**src/rtl/oal_pkg.sv**
```systemverilog
// shared types, constants and request codes for the ordered array list
`default_nettype none
package oal_pkg;

   localparam int CAPACITY = 64;
   localparam int ADDR_W   = 6;
   localparam int CNT_W    = 7;
   localparam int WORD_W   = 32;

   localparam logic [1:0] REQ_INSERT = 2'd0;
   localparam logic [1:0] REQ_DELETE = 2'd1;
   localparam logic [1:0] REQ_FIND   = 2'd2;

   typedef struct packed {
      logic [1:0]               req_type;
      logic [CNT_W-1:0]         position;
      logic signed [WORD_W-1:0] new_id;
      logic [WORD_W-1:0]        new_grade;
      logic signed [WORD_W-1:0] key_id;
   } req_data_type;

   typedef struct packed {
      logic              ok;
      logic [ADDR_W-1:0] found_index;
      logic [CNT_W-1:0]  entry_total;
   } rsp_data_type;

   typedef struct packed {
      logic [WORD_W-1:0] id;
      logic [WORD_W-1:0] grade;
   } record_type;

   typedef struct packed {
      logic              start;
      logic [1:0]        op;
      logic [CNT_W-1:0]  ptr;
      logic [CNT_W-1:0]  reads;
      logic [ADDR_W-1:0] pos;
      logic [WORD_W-1:0] key;
      record_type        rec;
   } walk_cmd_type;

   typedef struct packed {
      logic              done;
      logic              found;
      logic [ADDR_W-1:0] index;
   } walk_sts_type;

   typedef enum logic [1:0] {
      ST_IDLE,
      ST_WALK,
      ST_POST
   } state_type;

endpackage
`default_nettype wire

```
**src/rtl/oal_walker.sv**
```systemverilog
// record memory with the sequenced walk that shifts entries or searches an id
`default_nettype none
module oal_walker (
   input  wire logic                  clock,
   input  wire logic                  reset,
   input  wire oal_pkg::walk_cmd_type cmd,
   output oal_pkg::walk_sts_type      sts
);

   oal_pkg::record_type              record_mem_ff [oal_pkg::CAPACITY];
   oal_pkg::record_type              rd_data_ff;
   logic [oal_pkg::ADDR_W-1:0]       rd_addr_ff, rd_addr_in;
   logic                             busy_ff, busy_in;
   logic                             pv_ff, pv_in;
   logic [1:0]                       op_ff, op_in;
   logic [oal_pkg::CNT_W-1:0]        ptr_ff, ptr_in;
   logic [oal_pkg::CNT_W-1:0]        left_ff, left_in;
   logic [oal_pkg::ADDR_W-1:0]       pos_ff, pos_in;
   logic [oal_pkg::WORD_W-1:0]       key_ff, key_in;
   oal_pkg::record_type              rec_ff, rec_in;

   logic                             issue, hit, drain, shift_we, rec_we, we;
   logic [oal_pkg::ADDR_W-1:0]       waddr, shift_addr;
   oal_pkg::record_type              wdata;

   always_comb begin
      issue    = busy_ff && (left_ff != '0);
      hit      = busy_ff && pv_ff && (op_ff == oal_pkg::REQ_FIND)
                 && (rd_data_ff.id == key_ff);
      drain    = busy_ff && !issue && !pv_ff;
      shift_we = busy_ff && pv_ff
                 && ((op_ff == oal_pkg::REQ_INSERT) || (op_ff == oal_pkg::REQ_DELETE));
      // insert moves each entry one place up, delete one place down
      shift_addr = (op_ff == oal_pkg::REQ_INSERT) ? rd_addr_ff + 1'b1 : rd_addr_ff - 1'b1;
      // new record lands after all moves have drained
      rec_we   = drain && (op_ff == oal_pkg::REQ_INSERT);
      we       = shift_we || rec_we;
      waddr    = rec_we ? pos_ff : shift_addr;
      wdata    = rec_we ? rec_ff : rd_data_ff;

      sts.done  = hit || drain;
      sts.found = hit;
      sts.index = hit ? rd_addr_ff : '0;
   end

   always_comb begin
      busy_in    = busy_ff;
      pv_in      = pv_ff;
      op_in      = op_ff;
      ptr_in     = ptr_ff;
      left_in    = left_ff;
      pos_in     = pos_ff;
      key_in     = key_ff;
      rec_in     = rec_ff;
      rd_addr_in = rd_addr_ff;
      if (cmd.start) begin
         busy_in = 1'b1;
         pv_in   = 1'b0;
         op_in   = cmd.op;
         ptr_in  = cmd.ptr;
         left_in = cmd.reads;
         pos_in  = cmd.pos;
         key_in  = cmd.key;
         rec_in  = cmd.rec;
      end else if (busy_ff) begin
         if (hit || drain) begin
            busy_in = 1'b0;
            pv_in   = 1'b0;
            left_in = '0;
         end else begin
            pv_in = issue;
            if (issue) begin
               rd_addr_in = ptr_ff[oal_pkg::ADDR_W-1:0];
               left_in    = left_ff - 1'b1;
               ptr_in     = (op_ff == oal_pkg::REQ_INSERT) ? ptr_ff - 1'b1 : ptr_ff + 1'b1;
            end
         end
      end
   end

   always_ff @(posedge clock) begin
      if (reset) begin
         busy_ff <= 1'b0;
         pv_ff   <= 1'b0;
         left_ff <= '0;
      end else begin
         busy_ff <= busy_in;
         pv_ff   <= pv_in;
         left_ff <= left_in;
      end
   end

   always_ff @(posedge clock) begin
      op_ff      <= op_in;
      ptr_ff     <= ptr_in;
      pos_ff     <= pos_in;
      key_ff     <= key_in;
      rec_ff     <= rec_in;
      rd_addr_ff <= rd_addr_in;
   end

   // single write port, registered read port
   always_ff @(posedge clock) begin
      if (we) begin
         record_mem_ff[waddr] <= wdata;
      end
      rd_data_ff <= record_mem_ff[ptr_ff[oal_pkg::ADDR_W-1:0]];
   end

endmodule
`default_nettype wire

```
**src/rtl/ordered_array_list.sv**
```systemverilog
// top level of the ordered array list: request checks, entry count and result register
//
//  channel  direction  handshake              payload
//  req      in         req_valid / req_ready  req_data (req_data_type)
//  rsp      out        rsp_valid / rsp_ready  rsp_data (rsp_data_type)
//
// one request at a time; a request that moves or compares entries raises rsp_valid after
// its walk through the one-read one-write record memory (one entry moved or one id compared
// per cycle), which ends early on a find hit; refused requests and unused codes skip the
// walk and answer straight away.
// req_ready rises with rsp_valid; synchronous reset empties the list, memory is kept.
// a stalled rsp holds the finished result and keeps req_ready low until it drains.
`default_nettype none
module ordered_array_list (
   input  wire logic                  clock,
   input  wire logic                  reset,
   input  wire logic                  req_valid,
   output logic                       req_ready,
   input  wire oal_pkg::req_data_type req_data,
   output logic                       rsp_valid,
   input  wire logic                  rsp_ready,
   output oal_pkg::rsp_data_type      rsp_data
);

   oal_pkg::state_type          state_ff, state_in;
   logic [oal_pkg::CNT_W-1:0]   count_ff, count_in;
   logic [1:0]                  op_ff, op_in;
   oal_pkg::rsp_data_type       res_ff, res_in;
   logic                        rsp_valid_ff, rsp_valid_in;
   oal_pkg::rsp_data_type       rsp_data_ff, rsp_data_in;

   oal_pkg::walk_cmd_type       cmd;
   oal_pkg::walk_sts_type       sts;

   logic                        accept, ins_ok, del_ok, legal, load;

   oal_walker u_walker (
      .clock (clock),
      .reset (reset),
      .cmd   (cmd),
      .sts   (sts)
   );

   always_comb begin
      ins_ok = (count_ff < oal_pkg::CNT_W'(oal_pkg::CAPACITY))
               && (req_data.position <= count_ff);
      del_ok = (count_ff != '0) && (req_data.position < count_ff);
      legal  = ((req_data.req_type == oal_pkg::REQ_INSERT) && ins_ok)
               || ((req_data.req_type == oal_pkg::REQ_DELETE) && del_ok)
               || (req_data.req_type == oal_pkg::REQ_FIND);
      load   = (state_ff == oal_pkg::ST_POST) && (!rsp_valid_ff || rsp_ready);
   end

   // next state
   always_comb begin
      state_in = state_ff;
      unique case (state_ff)
         oal_pkg::ST_IDLE: begin
            if (req_valid) begin
               state_in = legal ? oal_pkg::ST_WALK : oal_pkg::ST_POST;
            end
         end
         oal_pkg::ST_WALK: begin
            if (sts.done) begin
               state_in = oal_pkg::ST_POST;
            end
         end
         oal_pkg::ST_POST: begin
            if (load) begin
               state_in = oal_pkg::ST_IDLE;
            end
         end
         default: state_in = oal_pkg::ST_IDLE;
      endcase
   end

   // outputs and datapath
   always_comb begin
      req_ready    = (state_ff == oal_pkg::ST_IDLE);
      accept       = req_valid && req_ready;
      count_in     = count_ff;
      op_in        = op_ff;
      res_in       = res_ff;
      rsp_valid_in = rsp_valid_ff;
      rsp_data_in  = rsp_data_ff;

      cmd.start = accept && legal;
      cmd.op    = req_data.req_type;
      cmd.pos   = req_data.position[oal_pkg::ADDR_W-1:0];
      cmd.key   = req_data.key_id;
      cmd.rec   = '{id: req_data.new_id, grade: req_data.new_grade};
      unique case (req_data.req_type)
         oal_pkg::REQ_INSERT: begin
            cmd.ptr   = count_ff - 1'b1;
            cmd.reads = count_ff - req_data.position;
         end
         oal_pkg::REQ_DELETE: begin
            cmd.ptr   = req_data.position + 1'b1;
            cmd.reads = count_ff - req_data.position - 1'b1;
         end
         default: begin
            cmd.ptr   = '0;
            cmd.reads = count_ff;
         end
      endcase

      if (accept) begin
         op_in  = req_data.req_type;
         res_in = '{ok: 1'b0, found_index: '0, entry_total: count_ff};
      end

      if ((state_ff == oal_pkg::ST_WALK) && sts.done) begin
         unique case (op_ff)
            oal_pkg::REQ_INSERT: count_in = count_ff + 1'b1;
            oal_pkg::REQ_DELETE: count_in = count_ff - 1'b1;
            default:             count_in = count_ff;
         endcase
         res_in.ok          = (op_ff != oal_pkg::REQ_FIND) || sts.found;
         res_in.found_index = sts.index;
         res_in.entry_total = count_in;
      end

      if (load) begin
         rsp_valid_in = 1'b1;
         rsp_data_in  = res_ff;
      end else if (rsp_ready) begin
         rsp_valid_in = 1'b0;
      end

      rsp_valid = rsp_valid_ff;
      rsp_data  = rsp_data_ff;
   end

   always_ff @(posedge clock) begin
      if (reset) begin
         state_ff     <= oal_pkg::ST_IDLE;
         count_ff     <= '0;
         rsp_valid_ff <= 1'b0;
      end else begin
         state_ff     <= state_in;
         count_ff     <= count_in;
         rsp_valid_ff <= rsp_valid_in;
      end
   end

   always_ff @(posedge clock) begin
      op_ff       <= op_in;
      res_ff      <= res_in;
      rsp_data_ff <= rsp_data_in;
   end

endmodule
`default_nettype wire

```
**config.mk**
```make
export PLATFORM = sky130hd
export DESIGN_NAME = ordered_array_list
export DESIGN_NICKNAME = d
export VERILOG_FILES = /design/src/rtl/oal_pkg.sv /design/src/rtl/oal_walker.sv /design/src/rtl/ordered_array_list.sv
export SDC_FILE = /design/constraint.sdc
export NUM_CORES = 2
export LEC_CHECK = 0
export BUFFER_PORTS_ARGS = -buffer_cell sky130_fd_sc_hd__buf_2
export CELL_PAD_IN_SITES_DETAIL_PLACEMENT = 2
export CELL_PAD_IN_SITES_GLOBAL_PLACEMENT = 2
export CORE_MARGIN = 2
export CORE_UTILIZATION = 35
export DETAILED_ROUTE_END_ITERATION = 16
export GPL_TIMING_DRIVEN = 0
export PLACE_DENSITY_LB_ADDON = 0.25
export SLEW_MARGIN = 20
export SYNTH_ARGS = -nofsm -noshare
export SYNTH_HDL_FRONTEND = slang
export SYNTH_SLANG_ARGS = --single-unit
```
**constraint.sdc**
```tcl
create_clock -name clock -period 8.26 [get_ports clock]
set_input_delay 0.413 -clock clock [delete_from_list [all_inputs] [get_ports clock]]
set_output_delay 0.413 -clock clock [all_outputs]
set_load 0.05 [all_outputs]
```
# Yosys cells after proc, flatten, opt, wreduce, memory -nomap -nowiden
# Memory sizes are Yosys's and may differ from the RTL's. A register that Yosys moved wholly into a read port is not among the register bits.
# Index checks and enable logic that the tools add are counted.
[op_classes] addsub=10 n_eq_ne=13 magnitude_cmp=3 reduce_logical=42 bitwise=2 muxes=30
[ops] cell="$mux 64" count=1
[ops] cell="$mux 7" count=9
[ops] cell="$eq 32x32->1" count=1
[ops] cell="$mux 14" count=2
[ops] cell="$pmux 14 s2" count=1
[ops] cell="$sub 7x1->7 const B" count=4
[ops] cell="$add 7x1->7 const B" count=3
[ops] cell="$mux 6" count=3
[ops] cell="$logic_and 1x1->1" count=16
[ops] cell="$pmux 7 s2" count=1
[ops] cell="$reduce_bool 7->1" count=2
[ops] cell="$ne 2x2->1 const B" count=5
[ops] cell="$eq 2x1->1 const B" count=4
[ops] cell="$logic_not 2->1" count=4
[ops] cell="$mux 1" count=8
[ops] cell="$mux 2" count=4
[ops] cell="$reduce_bool 2->1" count=4
[ops] cell="$le 7x7->1" count=1
[ops] cell="$logic_or 1x1->1" count=7
[ops] cell="$lt 7x7->1" count=1
[ops] cell="$lt 7x7->1 const B" count=1
[ops] cell="$sub 7x7->7" count=1
[ops] cell="$add 6x1->6 const B" count=1
[ops] cell="$eq 2x2->1 const B" count=3
[ops] cell="other kinds (9)" count=13
[totals] mem_count=1 mem_bits_rw=4096 word_cells=121 output_inout_bits=16 register_bits=166 in_bits=109
[mem_list] memory="u_walker.record_mem_ff" depth=64 word_bits=64 rd=1 rd_clocked_by_memory_dff=1 write_ports=1 line="oal_walker.sv:10" text="oal_pkg::record_type record_mem_ff [oal_pkg::CAPACITY];"

# Logic depth before layout (Yosys ltp)
[logic_depth] word_depth=9 depth_mapped=12

# By module
# A second synthesis with hierarchy kept.
[unflattened] cells_unflattened=4052 hier_area_um2=85619.6
[modules_own_cells] module="oal_walker" cells_per_inst=3803 seq_area_each_um2=64842.2 area_per_inst_um2=83142.2 instances=1
[modules_own_cells] module="ordered_array_list" cells_per_inst=249 seq_area_each_um2=1101.1 area_per_inst_um2=2477.4 instances=1

# Worst setup path after synthesis
# No wires, ideal clock.
[synth_path] path_kind="register to register" startpoint="reg u_walker.op_ff[0]" endpoint="mem u_walker.record_mem_ff[0][32] in the netlist's numbering, enable pin" setup_slack_ns=4.118 path_stages_with_launch=9 synth_period_minus_slack_ns=4.142 n_path_buf=0 t_arrival_ns=3.720 path_cell_list="edfxtp_1 -> or2_2 -> ha_1 -> a211oi_1 -> o21bai_1 -> a2111oi_0 -> a211o_1 -> nand4_1 -> nor2_1"
[synth_via] elab_chain_len=6 elab_cells_between_ends=10 classes_between="eq/ne: 1; mux: 4; reduce/logical: 5"
[synth_lines] item="from (decl)" line="oal_walker.sv:15" text="logic [1:0] op_ff, op_in;"
[synth_lines] item="from (signal assigned)" line="oal_walker.sv:94" text="op_ff <= op_in;"
[synth_lines] item="$eq 2x1->1 / $logic_not 2->1 (equally long branches)" line="oal_walker.sv:32, oal_walker.sv:34, oal_walker.sv:36"
[synth_lines] item="$logic_or 1x1->1" line="oal_walker.sv:32" text="&& ((op_ff == oal_pkg::REQ_INSERT) || (op_ff == oal_pkg::REQ_DELETE));"
[synth_lines] item="$logic_and 1x1->1" line="oal_walker.sv:32"
[synth_lines] item="$logic_or 1x1->1" line="oal_walker.sv:37" text="we = shift_we || rec_we;"
[synth_lines] item="$mux 1" line="oal_walker.sv:104" text="if (we) begin"
[synth_lines] item="$mux 1 (implied by the code)" line="oal_walker.sv:105" text="record_mem_ff[waddr] <= wdata;"
[synth_lines] item="to (decl)" line="oal_walker.sv:10"
# Parallel ways exist; a longest one is shown, timed or not.

# Final worst setup path
[layout_path] startpoint="reg u_walker.op_ff[1]" endpoint="mem u_walker.record_mem_ff[9][42] in the netlist's numbering, enable pin"
# The elaborated chain is that of the path after synthesis.

==> flow_metrics.tcl <==
set metrics [dict create \
    p_switching_mw 6.02 \
    path_class "reg -> reg" \
    power_frac_comb_pct 8.0 \
    clockPowerShare_pct 41.0 \
    grt.met1_usage_pct 29.8 \
    clock_sinks 2213 \
    drc 0 \
    max_slew_margin_pct 17.5 \
    hold_path_class "in -> reg" \
    cts_tree "yes" \
    io_pins 125 \
    viasPerCell 5.62 \
    overflow 0 \
    grt.total_usage_pct 22.5 \
    antenna_found_initial 11 \
    rows 180 \
    die_area_sq_um 247000 \
    core_sq_um 241000 \
    tightest_slew_ns 1.24 \
    post-route-period-util_pct 63.9 \
    gp_congestion 0.815 \
    leakage_nw 32.0 \
    cts_max_level 4 \
    fin_tns_setup_ns 0 \
    die_h_um 497 \
    fillCellCount 22002 \
    slew_viol_final 0 \
    outcome "finished, final reports clean" \
    grt_pass1_vias 46075 \
    root_buffer "clkbuf_16" \
    first_pass_iters 6 \
    ys_seq_elements 2213 \
    syn_area_per_cell_sq_um 22.8 \
    wire_per_inst_um 36.5 \
    fin_hold_ws_ns 0.208 \
    setup_ws_ns 2.98 \
    grt_pass1_wl_um 387000 \
    drt_wl_total_um 280000 \
    clk_latency_ns 0.88 \
    max_freq_mhz 189 \
    instances_no_fill 7666 \
    cp_data_arrival_time_ns 5.83 \
    total_power_mw 25.3 \
    power.density_nw_per_um2 248 \
    place_inst 7162 \
    postSynthCellCount 3723 \
    via_count 43113 \
    setup_violations 0 \
    cap_viol_max_count 0 \
    yosysUniqueCellTypes 61 \
    ir_drop_v 0.000234 \
    synth_area_sq_um 85000 \
    grt-busiest-layer "met2" \
    grt_setup_unrepaired "false" \
    nets 4416 \
    async_reset_ff_share_pct 0 \
    syn_nets 3856 \
    postLayoutCoreUtil_pct 42.3 \
    portBuffers 92 \
    initial_core_util_pct 35.3 \
    synth_edf_count 2162 \
    period_needed_ns 5.28 \
    post-cts-setup-buffers 0 \
    dp_slack_ns 2.57 \
    cp-end-kind "flip-flop" \
    grtUsageMet2_pct 37.7 \
    path_max_fanout 14 \
    ctsLongestPathBuffers 3 \
    area_delta_synth_final_pct 19.9 \
    crit_required_ns 8.81 \
    hold_viol 0 \
    use_met3_pct 3.93 \
    placed_cell_area_sq_um 93800 \
    seqPwrFrac_pct 51.1 \
    switching_share_pct 23.8 \
    grt_max_degree 65 \
    ant_nets 0 \
    die_w_um 497 \
    finalInstanceArea_sq_um 102000 \
    clk_pin_slew_worst_paths_ns 0.06 \
    cts_buffers 228 \
    ys.flop_type "edfxtp_1" \
    post-dp-hpwl_um 191000 \
    start_kind "flip-flop" \
    p_int_mw 19.3 \
    dr.first_iter.drc_count 5262 \
    finClkSkew_ns 0.0549 \
    ys_seq_area_share_pct 77.5 \
    drive_gt1_share_pct 31.2 \
    ys_warn_count 0 \
]
==> logic make-up (layout without fill, tap and decap cells) <==
family / count (synthesis) / count (layout) / synth area share [%]
AO/OA/AOI/OAI: 194 / 194 / 1.58
flip-flops: 2213 / 2213 / 77.5
buffers and inverters: 211 / 966 / 0.949
other: 0 / 3 / 0
multiplexers: 652 / 652 / 17.0
AND/OR/NAND/NOR: 368 / 368 / 1.97
adder cells (fa/ha/maj): 24 / 24 / 0.380
XOR/XNOR: 61 / 61 / 0.628
==> flip-flops by register name, summed over array words and instances (netlist names), 2 cells and up <==
signal / flops
state_ff: 2
u_walker.pos_ff: 6
res_ff: 14
u_walker.ptr_ff: 6
u_walker.rec_ff: 32
rsp_data: 14
u_walker.op_ff: 2
u_walker.left_ff: 7
count_ff: 7
u_walker.record_mem_ff: 2048
u_walker.key_ff: 32
u_walker.rd_addr_ff: 6
u_walker.rd_data_ff: 32
op_ff: 2
==> worst paths after layout <==
path                          start                       endpoint  slack, ns  cells past startpoint
setup / recovery  u_walker.op_ff[1]  u_walker.record_mem_ff[9][42]       2.98                     10
hold reg to reg           res_ff[6]                    rsp_data[6]       0.40                      0
setup reg to reg  u_walker.op_ff[1]  u_walker.record_mem_ff[9][42]       2.98                     10
hold / removal                reset               u_walker.busy_ff       0.21                      4
==> critical path: stages (launching register included) <==
cell and delay (ns):
edfxtp_1 0.43, or2_2 0.40, inv_1 0.39, nor4bb_1 0.70
clkbuf_1 0.48, buf_8 0.23, a22o_1 0.26, nand3_1 0.73
nor2_4 0.86, buf_12 0.26, buf_16 0.17
==> synth_stat cells (all sizes together) (5+ instances only) <==
master,instances,share of area [%]
a21oi,40,0.24
nor2,94,0.41
or3,5,0.038
a22oi,46,0.41
nor2b,15,0.11
o22ai,8,0.059
a21o,8,0.071
mux4,631,17
mux2i,20,0.24
o21ai,19,0.11
or4,7,0.075
and2,15,0.11
o211ai,11,0.097
nand4,13,0.096
a211oi,27,0.24
xnor2,45,0.46
buf,57,0.27
nand2,161,0.71
edfxtp,2162,76
nor3,13,0.076
o31ai,5,0.050
nand3,18,0.11
inv,26,0.11
nor4,5,0.037
dfxtp,51,1.2
ha,21,0.31
o32ai,5,0.051
clkbuf,126,0.56
nand2b,7,0.051
xor2,16,0.16
==> power groups by stage <==
| stage | sequential, mW | combinational [mW] | clock (mW) |
|---|---|---|---|
| 2_1_floorplan | 13.1 | 0.982 | 0 |
| 3_3_place_gp | 13.2 | 1.74 | 0 |
| 3_5_place_dp | 13.1 | 1.98 | 0 |
| 4_1_cts | 12.9 | 2.02 | 10.5 |
| 5_1_grt | 12.9 | 2.12 | 10.9 |
| 6_report | 12.9 | 2.02 | 10.4 |
==> per-layer routing <==
metal / wire length, um / share of wire [%]
met1: 113000 / 40
met2: 138000 / 49
met3: 18400 / 6.6
met4: 10400 / 3.7
met5: 11 / 0.0039
==> layout by cell type, fill, tap and decap left out, drive strengths merged, types with 45 or more instances in the layout <==
cell	instances
dfxtp	51
nand2	161
nor2	94
a22oi	46
xnor2	45
mux4	631
dlygate4sd3	74
buf	302
clkbuf	415
clkinv	109
edfxtp	2162
==> cell type report <==
type | count | area, sq um | share of cell area, %
sequential | 2213 | 65900 | 64.7
multi-input combinational | 1299 | 19000 | 18.6
clock buffer | 278 | 5980 | 5.87
timing repair buffer | 330 | 4790 | 4.70
tap | 3185 | 3990 | 3.91
clock inverter | 147 | 1420 | 1.39
buffer | 183 | 766 | 0.751
inverter | 28 | 108 | 0.106
antenna | 3 | 7.51 | 0.00736
==> timing repair <==
item / CTS / global route
resized for setup: 0 / 0
hold buffers: 74 / 0
hold endpoints to repair: 78 / 0
Note: power is estimated with default switching activity, not from simulation.
